## config.mk

```make
export PLATFORM = sky130hd
export DESIGN_NAME = bce_cell
export DESIGN_NICKNAME = d
export VERILOG_FILES = /design/src/sv/bce_pkg.sv /design/src/sv/bce_cell.sv
export SDC_FILE = /design/constraint.sdc
export NUM_CORES = 2
export LEC_CHECK = 0
export BUFFER_PORTS_ARGS = -buffer_cell sky130_fd_sc_hd__buf_4
export CAP_MARGIN = 10
export CORE_MARGIN = 2
export CORE_UTILIZATION = 45
export CTS_BUF_LIST = sky130_fd_sc_hd__clkbuf_8
export DETAILED_ROUTE_END_ITERATION = 12
export SLEW_MARGIN = 10
export SYNTH_ARGS = -nofsm -noshare
export SYNTH_HDL_FRONTEND = slang
export SYNTH_SLANG_ARGS = --single-unit
```

## constraint.sdc

```tcl
create_clock -name clk -period 9.6 [get_ports clk]
set_clock_uncertainty 0.05 [all_clocks]
set_input_delay 0.96 -clock clk [delete_from_list [all_inputs] [get_ports clk]]
set_output_delay 0.96 -clock clk [all_outputs]
set_load 0.02 [all_outputs]
```

## src/sv/bce_pkg.sv

```systemverilog
// Shared types and constants for the cascaded biquad equalizer.
// Item structs, operation codes, coefficient slots, word widths.
// No dependencies.
package bce_pkg;

	localparam int SAMPLE_BITS    = 24;
	localparam int COEF_FRAC_BITS = 21;
	localparam int NUM_SLOTS      = 5;
	localparam int BAND_IDX_BITS  = 3;
	localparam int SLOT_BITS      = 3;
	localparam int PROD_W         = 2 * SAMPLE_BITS;
	localparam int ACC_W          = PROD_W + 3;   // five products summed

	// 1.0 in Q2.21, or the largest word when 1.0 does not fit
	localparam logic [SAMPLE_BITS-1:0] COEF_ONE = (COEF_FRAC_BITS < SAMPLE_BITS - 1) ?
		(SAMPLE_BITS'(1) << COEF_FRAC_BITS) : {1'b0, {(SAMPLE_BITS-1){1'b1}}};

	localparam logic [ACC_W-1:0] ROUND_HALF = ACC_W'(1) << (COEF_FRAC_BITS - 1);

	typedef enum logic [1:0] {
		OP_FILTER = 2'd0,
		OP_COEF   = 2'd1,
		OP_CLEAR  = 2'd2,
		OP_NOP    = 2'd3
	} op_t;

	localparam logic [SLOT_BITS-1:0] SLOT_B0 = 3'd0;
	localparam logic [SLOT_BITS-1:0] SLOT_B1 = 3'd1;
	localparam logic [SLOT_BITS-1:0] SLOT_B2 = 3'd2;
	localparam logic [SLOT_BITS-1:0] SLOT_A1 = 3'd3;
	localparam logic [SLOT_BITS-1:0] SLOT_A2 = 3'd4;
	localparam logic [SLOT_BITS-1:0] SLOT_FIN = 3'd5;   // sequencer step after the MACs

	typedef struct packed {
		logic [1:0]                    operation;
		logic signed [SAMPLE_BITS-1:0] sample_in;
		logic                          block_end;
		logic [BAND_IDX_BITS-1:0]      band_index;
		logic [SLOT_BITS-1:0]          coef_slot;
		logic signed [SAMPLE_BITS-1:0] coef_value;
	} in_item_t;

	typedef struct packed {
		logic signed [SAMPLE_BITS-1:0] sample_out;
		logic                          block_end_out;
		logic                          clipped;
	} out_item_t;

	// sample moving down the chain
	typedef struct packed {
		logic signed [SAMPLE_BITS-1:0] x;
		logic                          clip;
	} tok_t;

	// coefficient write into one section
	typedef struct packed {
		logic                          we;
		logic [SLOT_BITS-1:0]          slot;
		logic signed [SAMPLE_BITS-1:0] value;
	} coef_wr_t;

endpackage

```

## src/sv/bce_cell.sv

```systemverilog
// One biquad section of the equalizer chain: coefficients, history, one shared MAC.
// Depends on bce_pkg.
module bce_cell
	import bce_pkg::*;
(
	input  logic     clk,
	input  logic     arst_n,
	input  logic     active,
	input  logic     clr,
	input  coef_wr_t cwr,
	input  logic     in_vld,
	input  tok_t     in_tok,
	output logic     out_vld,
	output tok_t     out_tok
);

	logic signed [SAMPLE_BITS-1:0] coef_q [NUM_SLOTS];
	logic signed [SAMPLE_BITS-1:0] x1_q, x2_q, y1_q, y2_q;
	logic signed [SAMPLE_BITS-1:0] x_q;
	logic                          clip_q;
	logic                          busy_q;
	logic [SLOT_BITS-1:0]          step_q;
	logic signed [PROD_W-1:0]      prod_s1;
	logic                          sub_s1;
	logic signed [ACC_W-1:0]       acc_q;
	logic                          out_vld_q;
	tok_t                          out_tok_q;

	logic signed [SAMPLE_BITS-1:0] coef_sel, opnd_sel;
	logic signed [ACC_W-1:0]       prod_ext, acc_nxt, y_full;
	logic [ACC_W-SAMPLE_BITS:0]    y_hi;
	logic signed [SAMPLE_BITS-1:0] y_sat;
	logic                          y_clip;

	always_comb begin
		case (step_q)
			SLOT_B0: begin coef_sel = coef_q[0]; opnd_sel = x_q;  end
			SLOT_B1: begin coef_sel = coef_q[1]; opnd_sel = x1_q; end
			SLOT_B2: begin coef_sel = coef_q[2]; opnd_sel = x2_q; end
			SLOT_A1: begin coef_sel = coef_q[3]; opnd_sel = y1_q; end
			SLOT_A2: begin coef_sel = coef_q[4]; opnd_sel = y2_q; end
			default: begin coef_sel = '0;        opnd_sel = '0;   end
		endcase
	end

	// feedback terms are subtracted
	assign prod_ext = {{(ACC_W-PROD_W){prod_s1[PROD_W-1]}}, prod_s1};
	assign acc_nxt  = sub_s1 ? acc_q - prod_ext : acc_q + prod_ext;
	assign y_full   = acc_nxt >>> COEF_FRAC_BITS;
	assign y_hi     = y_full[ACC_W-1:SAMPLE_BITS-1];
	assign y_clip   = !((&y_hi) || !(|y_hi));

	always_comb begin
		if (!y_clip) begin
			y_sat = y_full[SAMPLE_BITS-1:0];
		end else if (y_full[ACC_W-1]) begin
			y_sat = {1'b1, {(SAMPLE_BITS-1){1'b0}}};
		end else begin
			y_sat = {1'b0, {(SAMPLE_BITS-1){1'b1}}};
		end
	end

	always_ff @(posedge clk or negedge arst_n) begin
		if (!arst_n) begin
			for (int s = 0; s < NUM_SLOTS; s++) begin
				coef_q[s] <= (s == 0) ? COEF_ONE : '0;
			end
			x1_q      <= '0;
			x2_q      <= '0;
			y1_q      <= '0;
			y2_q      <= '0;
			busy_q    <= 1'b0;
			step_q    <= '0;
			out_vld_q <= 1'b0;
		end else begin
			out_vld_q <= 1'b0;
			if (cwr.we) begin
				case (cwr.slot)
					SLOT_B0: coef_q[0] <= cwr.value;
					SLOT_B1: coef_q[1] <= cwr.value;
					SLOT_B2: coef_q[2] <= cwr.value;
					SLOT_A1: coef_q[3] <= cwr.value;
					SLOT_A2: coef_q[4] <= cwr.value;
					default: ;
				endcase
			end
			if (clr) begin
				x1_q <= '0;
				x2_q <= '0;
				y1_q <= '0;
				y2_q <= '0;
			end
			if (in_vld && active) begin
				busy_q <= 1'b1;
				step_q <= SLOT_B0;
			end else if (in_vld) begin
				out_vld_q <= 1'b1;   // unused section: forward untouched
			end else if (busy_q) begin
				step_q <= step_q + 3'd1;
				if (step_q == SLOT_FIN) begin
					busy_q    <= 1'b0;
					out_vld_q <= 1'b1;
					x2_q      <= x1_q;
					x1_q      <= x_q;
					y2_q      <= y1_q;
					y1_q      <= y_sat;
				end
			end
		end
	end

	// datapath, no reset
	always_ff @(posedge clk) begin
		if (in_vld) begin
			x_q    <= in_tok.x;
			clip_q <= in_tok.clip;
			acc_q  <= ROUND_HALF;
			if (!active) begin
				out_tok_q <= in_tok;
			end
		end else if (busy_q) begin
			prod_s1 <= PROD_W'(coef_sel) * PROD_W'(opnd_sel);
			sub_s1  <= (step_q == SLOT_A1) || (step_q == SLOT_A2);
			if (step_q != SLOT_B0) begin
				acc_q <= acc_nxt;
			end
			if (step_q == SLOT_FIN) begin
				out_tok_q.x    <= y_sat;
				out_tok_q.clip <= clip_q | y_clip;
			end
		end
	end

	assign out_vld = out_vld_q;
	assign out_tok = out_tok_q;

endmodule

```

; Word level (Yosys, flattened, before mapping)
; Index checks and enable logic that the tools add are counted.
[classes]
n_addsub = 3
mul = 1
eq_ne = 11
muxes = 40
bitwise = 2
n_reduce_logical = 22
[ops]
columns = op, n
row1 = two-way mux 24 bit, 22
row2 = one-hot mux 24 bit (5 select lines), 2
row3 = two-way mux 25 bit, 4
row4 = adder 51 x 48 -> 51 bit, 1
row5 = two-way mux 51 bit, 1
row6 = subtractor 51 x 48 -> 51 bit, 1
row7 = multiplier 24 x 24 -> 48 bit, 1
row8 = AND reduction 2 bit, 8
row9 = "equality test 3 x 2 -> 1 bit, second input constant", 4
row10 = "equality test 3 bit, second input constant", 3
row11 = two-way mux 3 bit, 3
row12 = two-way mux 1 bit, 8
row13 = AND reduction 7 bit, 1
row14 = OR reduction 7 bit, 1
row15 = "equality test 3 x 1 -> 1 bit, second input constant", 2
row16 = logical NOT 3 bit, 2
row17 = nonzero test 2 bit, 3
row18 = "adder 3 x 1 -> 3 bit, second input constant", 1
row19 = AND reduction 3 bit, 1
row20 = nonzero test 3 bit, 1
row21 = logical NOT 1 bit, 2
row22 = logical OR 1 bit, 2
row23 = "inequality test 2 x 1 -> 1 bit, second input constant", 1
row24 = "inequality test 2 bit, second input constant", 1
row25 = 3 further kinds, 3
[word_totals]
regBits = 371

; Logic depth before layout (Yosys ltp)
[depth]
ltp_word = 10
mapped_depth = 37

; Worst setup path before layout
; OpenSTA, ideal clock, no wires.
[synth_timing]
path_kind = reg-to-reg
startpoint = reg step_q[2]
endpoint = reg prod_s1[46], data pin
setup_time_ns = 0.258
arrival_ns = 8.768
t_required_ns = 9.292
slack_ns = 0.524
path_stages_with_launch = 37
n_path_buf = 6
period_less_slack_ns = 9.076
cell_sequence = dfrtp_1 > clkbuf_1 > clkbuf_1 > clkbuf_1 > inv_1 > ha_1 > clkbuf_1 > clkbuf_1 > a222oi_1 > o21a_1 > clkbuf_1 > nor2_1 > fa_1 > inv_1 > fa_1 > inv_1 > fa_1 > inv_1 > fa_1 > inv_1 > fa_1 > fa_1 > inv_1 > fa_1 > inv_1 > ha_1 > a21oi_1 > o21a_1 > o211ai_1 > o21ai_0 > o21ai_0 > a311oi_1 > o31ai_1 > a31oi_1 > o21ai_0 > a21oi_1 > xnor2_1
[synth_between]
elab_chain_cells = 3
elab_cells_between_ends = 8
classes_between = mul: 1 / eq/ne: 4 / mux: 2 / reduce/logical: 1
[synth_rtl]
columns = item, line
row1 = "start, declared", bce_cell.sv:22  ; logic [SLOT_BITS-1:0] step_q;
row2 = "start signal, assigned", bce_cell.sv:99  ; step_q <= step_q + 3'd1;
row3 = equality test 3 bit (tied with other cells), bce_cell.sv:36  ; case (step_q)
row4 = one-hot mux 24 bit (5 select lines), bce_cell.sv:36
row5 = multiplier 24 x 24 -> 48 bit (*), bce_cell.sv:122  ; prod_s1 <= PROD_W'(coef_sel) * PROD_W'(opnd_sel);
row6 = "end signal, assigned", bce_cell.sv:122
row7 = "end, declared", bce_cell.sv:23  ; logic signed [PROD_W-1:0] prod_s1;
; Every way passes the cells marked *; elsewhere a longest branch is shown, timed or not.
; A chain may end at the register's enable or synchronous reset.

; Worst setup path in the final report
[layout_timing]
startpoint = reg step_q[2]
endpoint = reg prod_s1[45], data pin
; The elaborated chain is that of the path after synthesis.

==> metrics.md <==
| Metric | Value |
|---|---|
| CP delay by family, top | `adder cells` |
| Worst setup SP type | `flop` |
| Finished Layout Cells | `5529` |
| Starting Density | `around 45%` |
| Yosys cell types | `88` |
| Post-DP Area | `42080 um^2` |
| Remaining DRCs | `0` |
| Yosys top cell area share | `30.48%` |
| First-pass GRT wire length | `183000 um` |
| Buffers on Ports | `83` |
| CTS tree | `built` |
| Antenna violations before repair | `6` |
| Clock transition at path regs | `60 ps` |
| Post-DR wirelength/cell | `approximately 21 um` |
| Die H | `301.9 um` |
| Max H-tree Level | `3` |
| Post-layout min period | `9230 ps` |
| Layout cell share with drive strength beyond 1 | `10.71%` |
| Slew Limit Headroom | `22.88%` |
| Fin area | `43670 um^2` |
| HPWL Detailed | `91160 um` |
| Most frequent cells in the layout | `724 x nand2_1, 715 x inv_1, 608 x fa_1` |
| Worst skew pair latency | `690 ps` |
| Final setup fails | `0` |
| Crit path capture type | `flop` |
| Num CTS Buffers | `66` |
| Arr. time, crit path | `9560 ps` |
| Yosys reg bits | `between 300 and 400` |
| Detailed Route WL | `116100 um` |
| Critical-path maximum fanout | `67` |
| Detail Route Antenna Nets | `0` |
| Nets | `5163` |
| Vias in the first global route | `31699` |
| Commonest non-fill, non-tap cell in the layout | `nand2_1` |
| Critical Path Max Stage Delay | `610 ps` |
| Clock root cell | `clkbuf_8` |
| Worst-Margin Slew | `between 1000 and 1500 ps` |
| Synth Flop Type | `dfrtp_1` |
| Mapped Cells | `4264` |
| DRT iter0 DRCs | `about 2400` |
| Sequential share of the synthesized area | `23.86%` |
| # clock sinks | `371` |
| # hold bufs at CTS | `0` |
| Vias | `30386` |
| Most common cell on crit path | `fa_1` |
| Final Hold Viols | `0` |
| Slew Limit Fails | `0` |
| FFs w/ async S/R, synth | `~60%` |
| Worst setup path class | `reg -> reg` |
| Final Wtd Congestion | `a little over 0.9` |
| Gr ovfl total | `0` |
| Chip width | `301.9 um` |
| Post-synth EDFFs | `99` |
| Crit path buffers/inverters | `7` |
| CP max-delay cell | `nor2b_1` |
| CP required | `9930 ps` |
| Rows | `109` |
| F_max | `~110 MHz` |
| Die ar. | `91130 um^2` |
| Pin count of the biggest net entering global routing | `115` |
| Synth area leaders | `fa_1 30%, dfrtp_1 14%, edfxtp_1 7.4%` |
| Area growth, synth to finish | `9.360%` |
| Status | `finished, final reports clean` |
| Synth area leader | `fa_1` |
| DRT Pass-1 Iters | `8` |
| Vias/cell | `5.496` |
| HP Class | `in -> async` |
| Max cap viols | `0` |
| Dpl cells | `5400` |
| Synthesized area | `~40000 um^2` |
| Syn_nets | `5120` |
| Max Buffers Root-to-Sink | `3` |
| Final period utilization | `96.15%` |
| Placeable core area | `88100 um^2` |
| YS warnings | `0` |
| GRT Total Usage | `26.28%` |
| Syn_area_per_cell | `around 9.4 um^2` |
| I/O pin count | `84` |
[registers in the layout (all words and copies together), names as in the netlist]
| name | flops |
|---|---|
| coef_q | 120 |
| acc_q | 51 |
| prod_s1 | 48 |
| out_tok | 25 |
| x1_q | 24 |
| x2_q | 24 |
| x_q | 24 |
| y1_q | 24 |
| y2_q | 24 |
| step_q | 3 |
| busy_q | 1 |
| clip_q | 1 |
| out_vld | 1 |
| sub_s1 | 1 |
[path summary, 6_finish.rpt]
check / startpoint / to / slack (ps) / cells after the start
max: step_q[2] / prod_s1[45] / 370 / 30
min: arst_n / coef_q[25] / 250 / 1
max reg2reg: step_q[2] / prod_s1[45] / 370 / 30
min reg2reg: acc_q[15] / acc_q[15] / 410 / 2
max in group asynchronous: arst_n / coef_q[47] / 7880 / 2
min in group clk: acc_q[15] / acc_q[15] / 410 / 2
[metal layers]
metal  vias to the layer above  GRT usage (%)  wire length [um]
li1                      13738              -                 -
met1                     15365          34.98             49010
met2                      1045          43.42             54830
met3                       236          3.878              7559
met4                         2          10.38              4712
met5                         -              0                13
[metrics by stage]
stage          hold slack, ps  TNS [ps]  worst slack [ps]  util (%)
6_report                247.2         0             370.0     49.56
5_1_grt                 270.8    -7.467            -4.469     49.56
4_1_cts                 196.2         0             72.42     49.40
3_5_place_dp            401.8         0             123.5     47.76
3_3_place_gp            394.7         0             163.8     47.76
2_1_floorplan           386.2         0             524.2         -
[Yosys cell counts (5+ instances only)]
cell type  instances
nor4_1            11
mux2_2           122
o221ai_1           6
a2bb2oi_1         20
edfxtp_1          99
fa_1             608
a222oi_1          41
nor2_1           264
o21ai_0          131
xor2_1            28
buf_2              5
a31oi_1           19
nor3_1            32
a211oi_1          10
nand2b_1          47
o211ai_1          10
inv_1            698
a22oi_1           54
nor2b_1           13
clkbuf_1         182
or3_1              6
buf_1             14
ha_1             190
xnor2_1          115
dfxtp_1           51
and3_1            11
o21ai_1           54
dfrtp_1          220
nand2_1          724
nand3_1           24
a21oi_1          192
a21o_1            38
mux2i_1            5
nand4_1           25
and2_1            47
nand4b_1           5
o21bai_1          13
o21a_1            41
[repair_timing]
action | 4_1_cts | 5_1_grt
hold endpoints to repair | 0 | 0
setup buffers | 0 | 3
gates resized for setup | 0 | 20
setup endpoints to repair | 0 | 12
[logic make-up (layout without fill, tap and decap cells)]
kind of cell	after synthesis	after routing	synth area share, %
flops	371	371	23.86
fa+ha+maj	798	798	36.44
simple gates	1237	1238	13.25
xor+xnor	144	144	3.177
other cells	0	4	0
compound gates	679	679	11.07
mux	127	127	3.566
buf+inv	908	1003	8.648
[cell type report]
class,count,area [um^2]
antenna,4,10.01
clock buffer,75,1032
inverter,700,2628
multi-input combinational,2986,27180
sequential,371,9527
clock inverter,46,412.9
tap,1165,1458
timing repair buffer,182,1424
fill,8347,44440
Power is not shown: default switching activity piles up to over one toggle a cycle in this logic, so the estimate is an artifact.
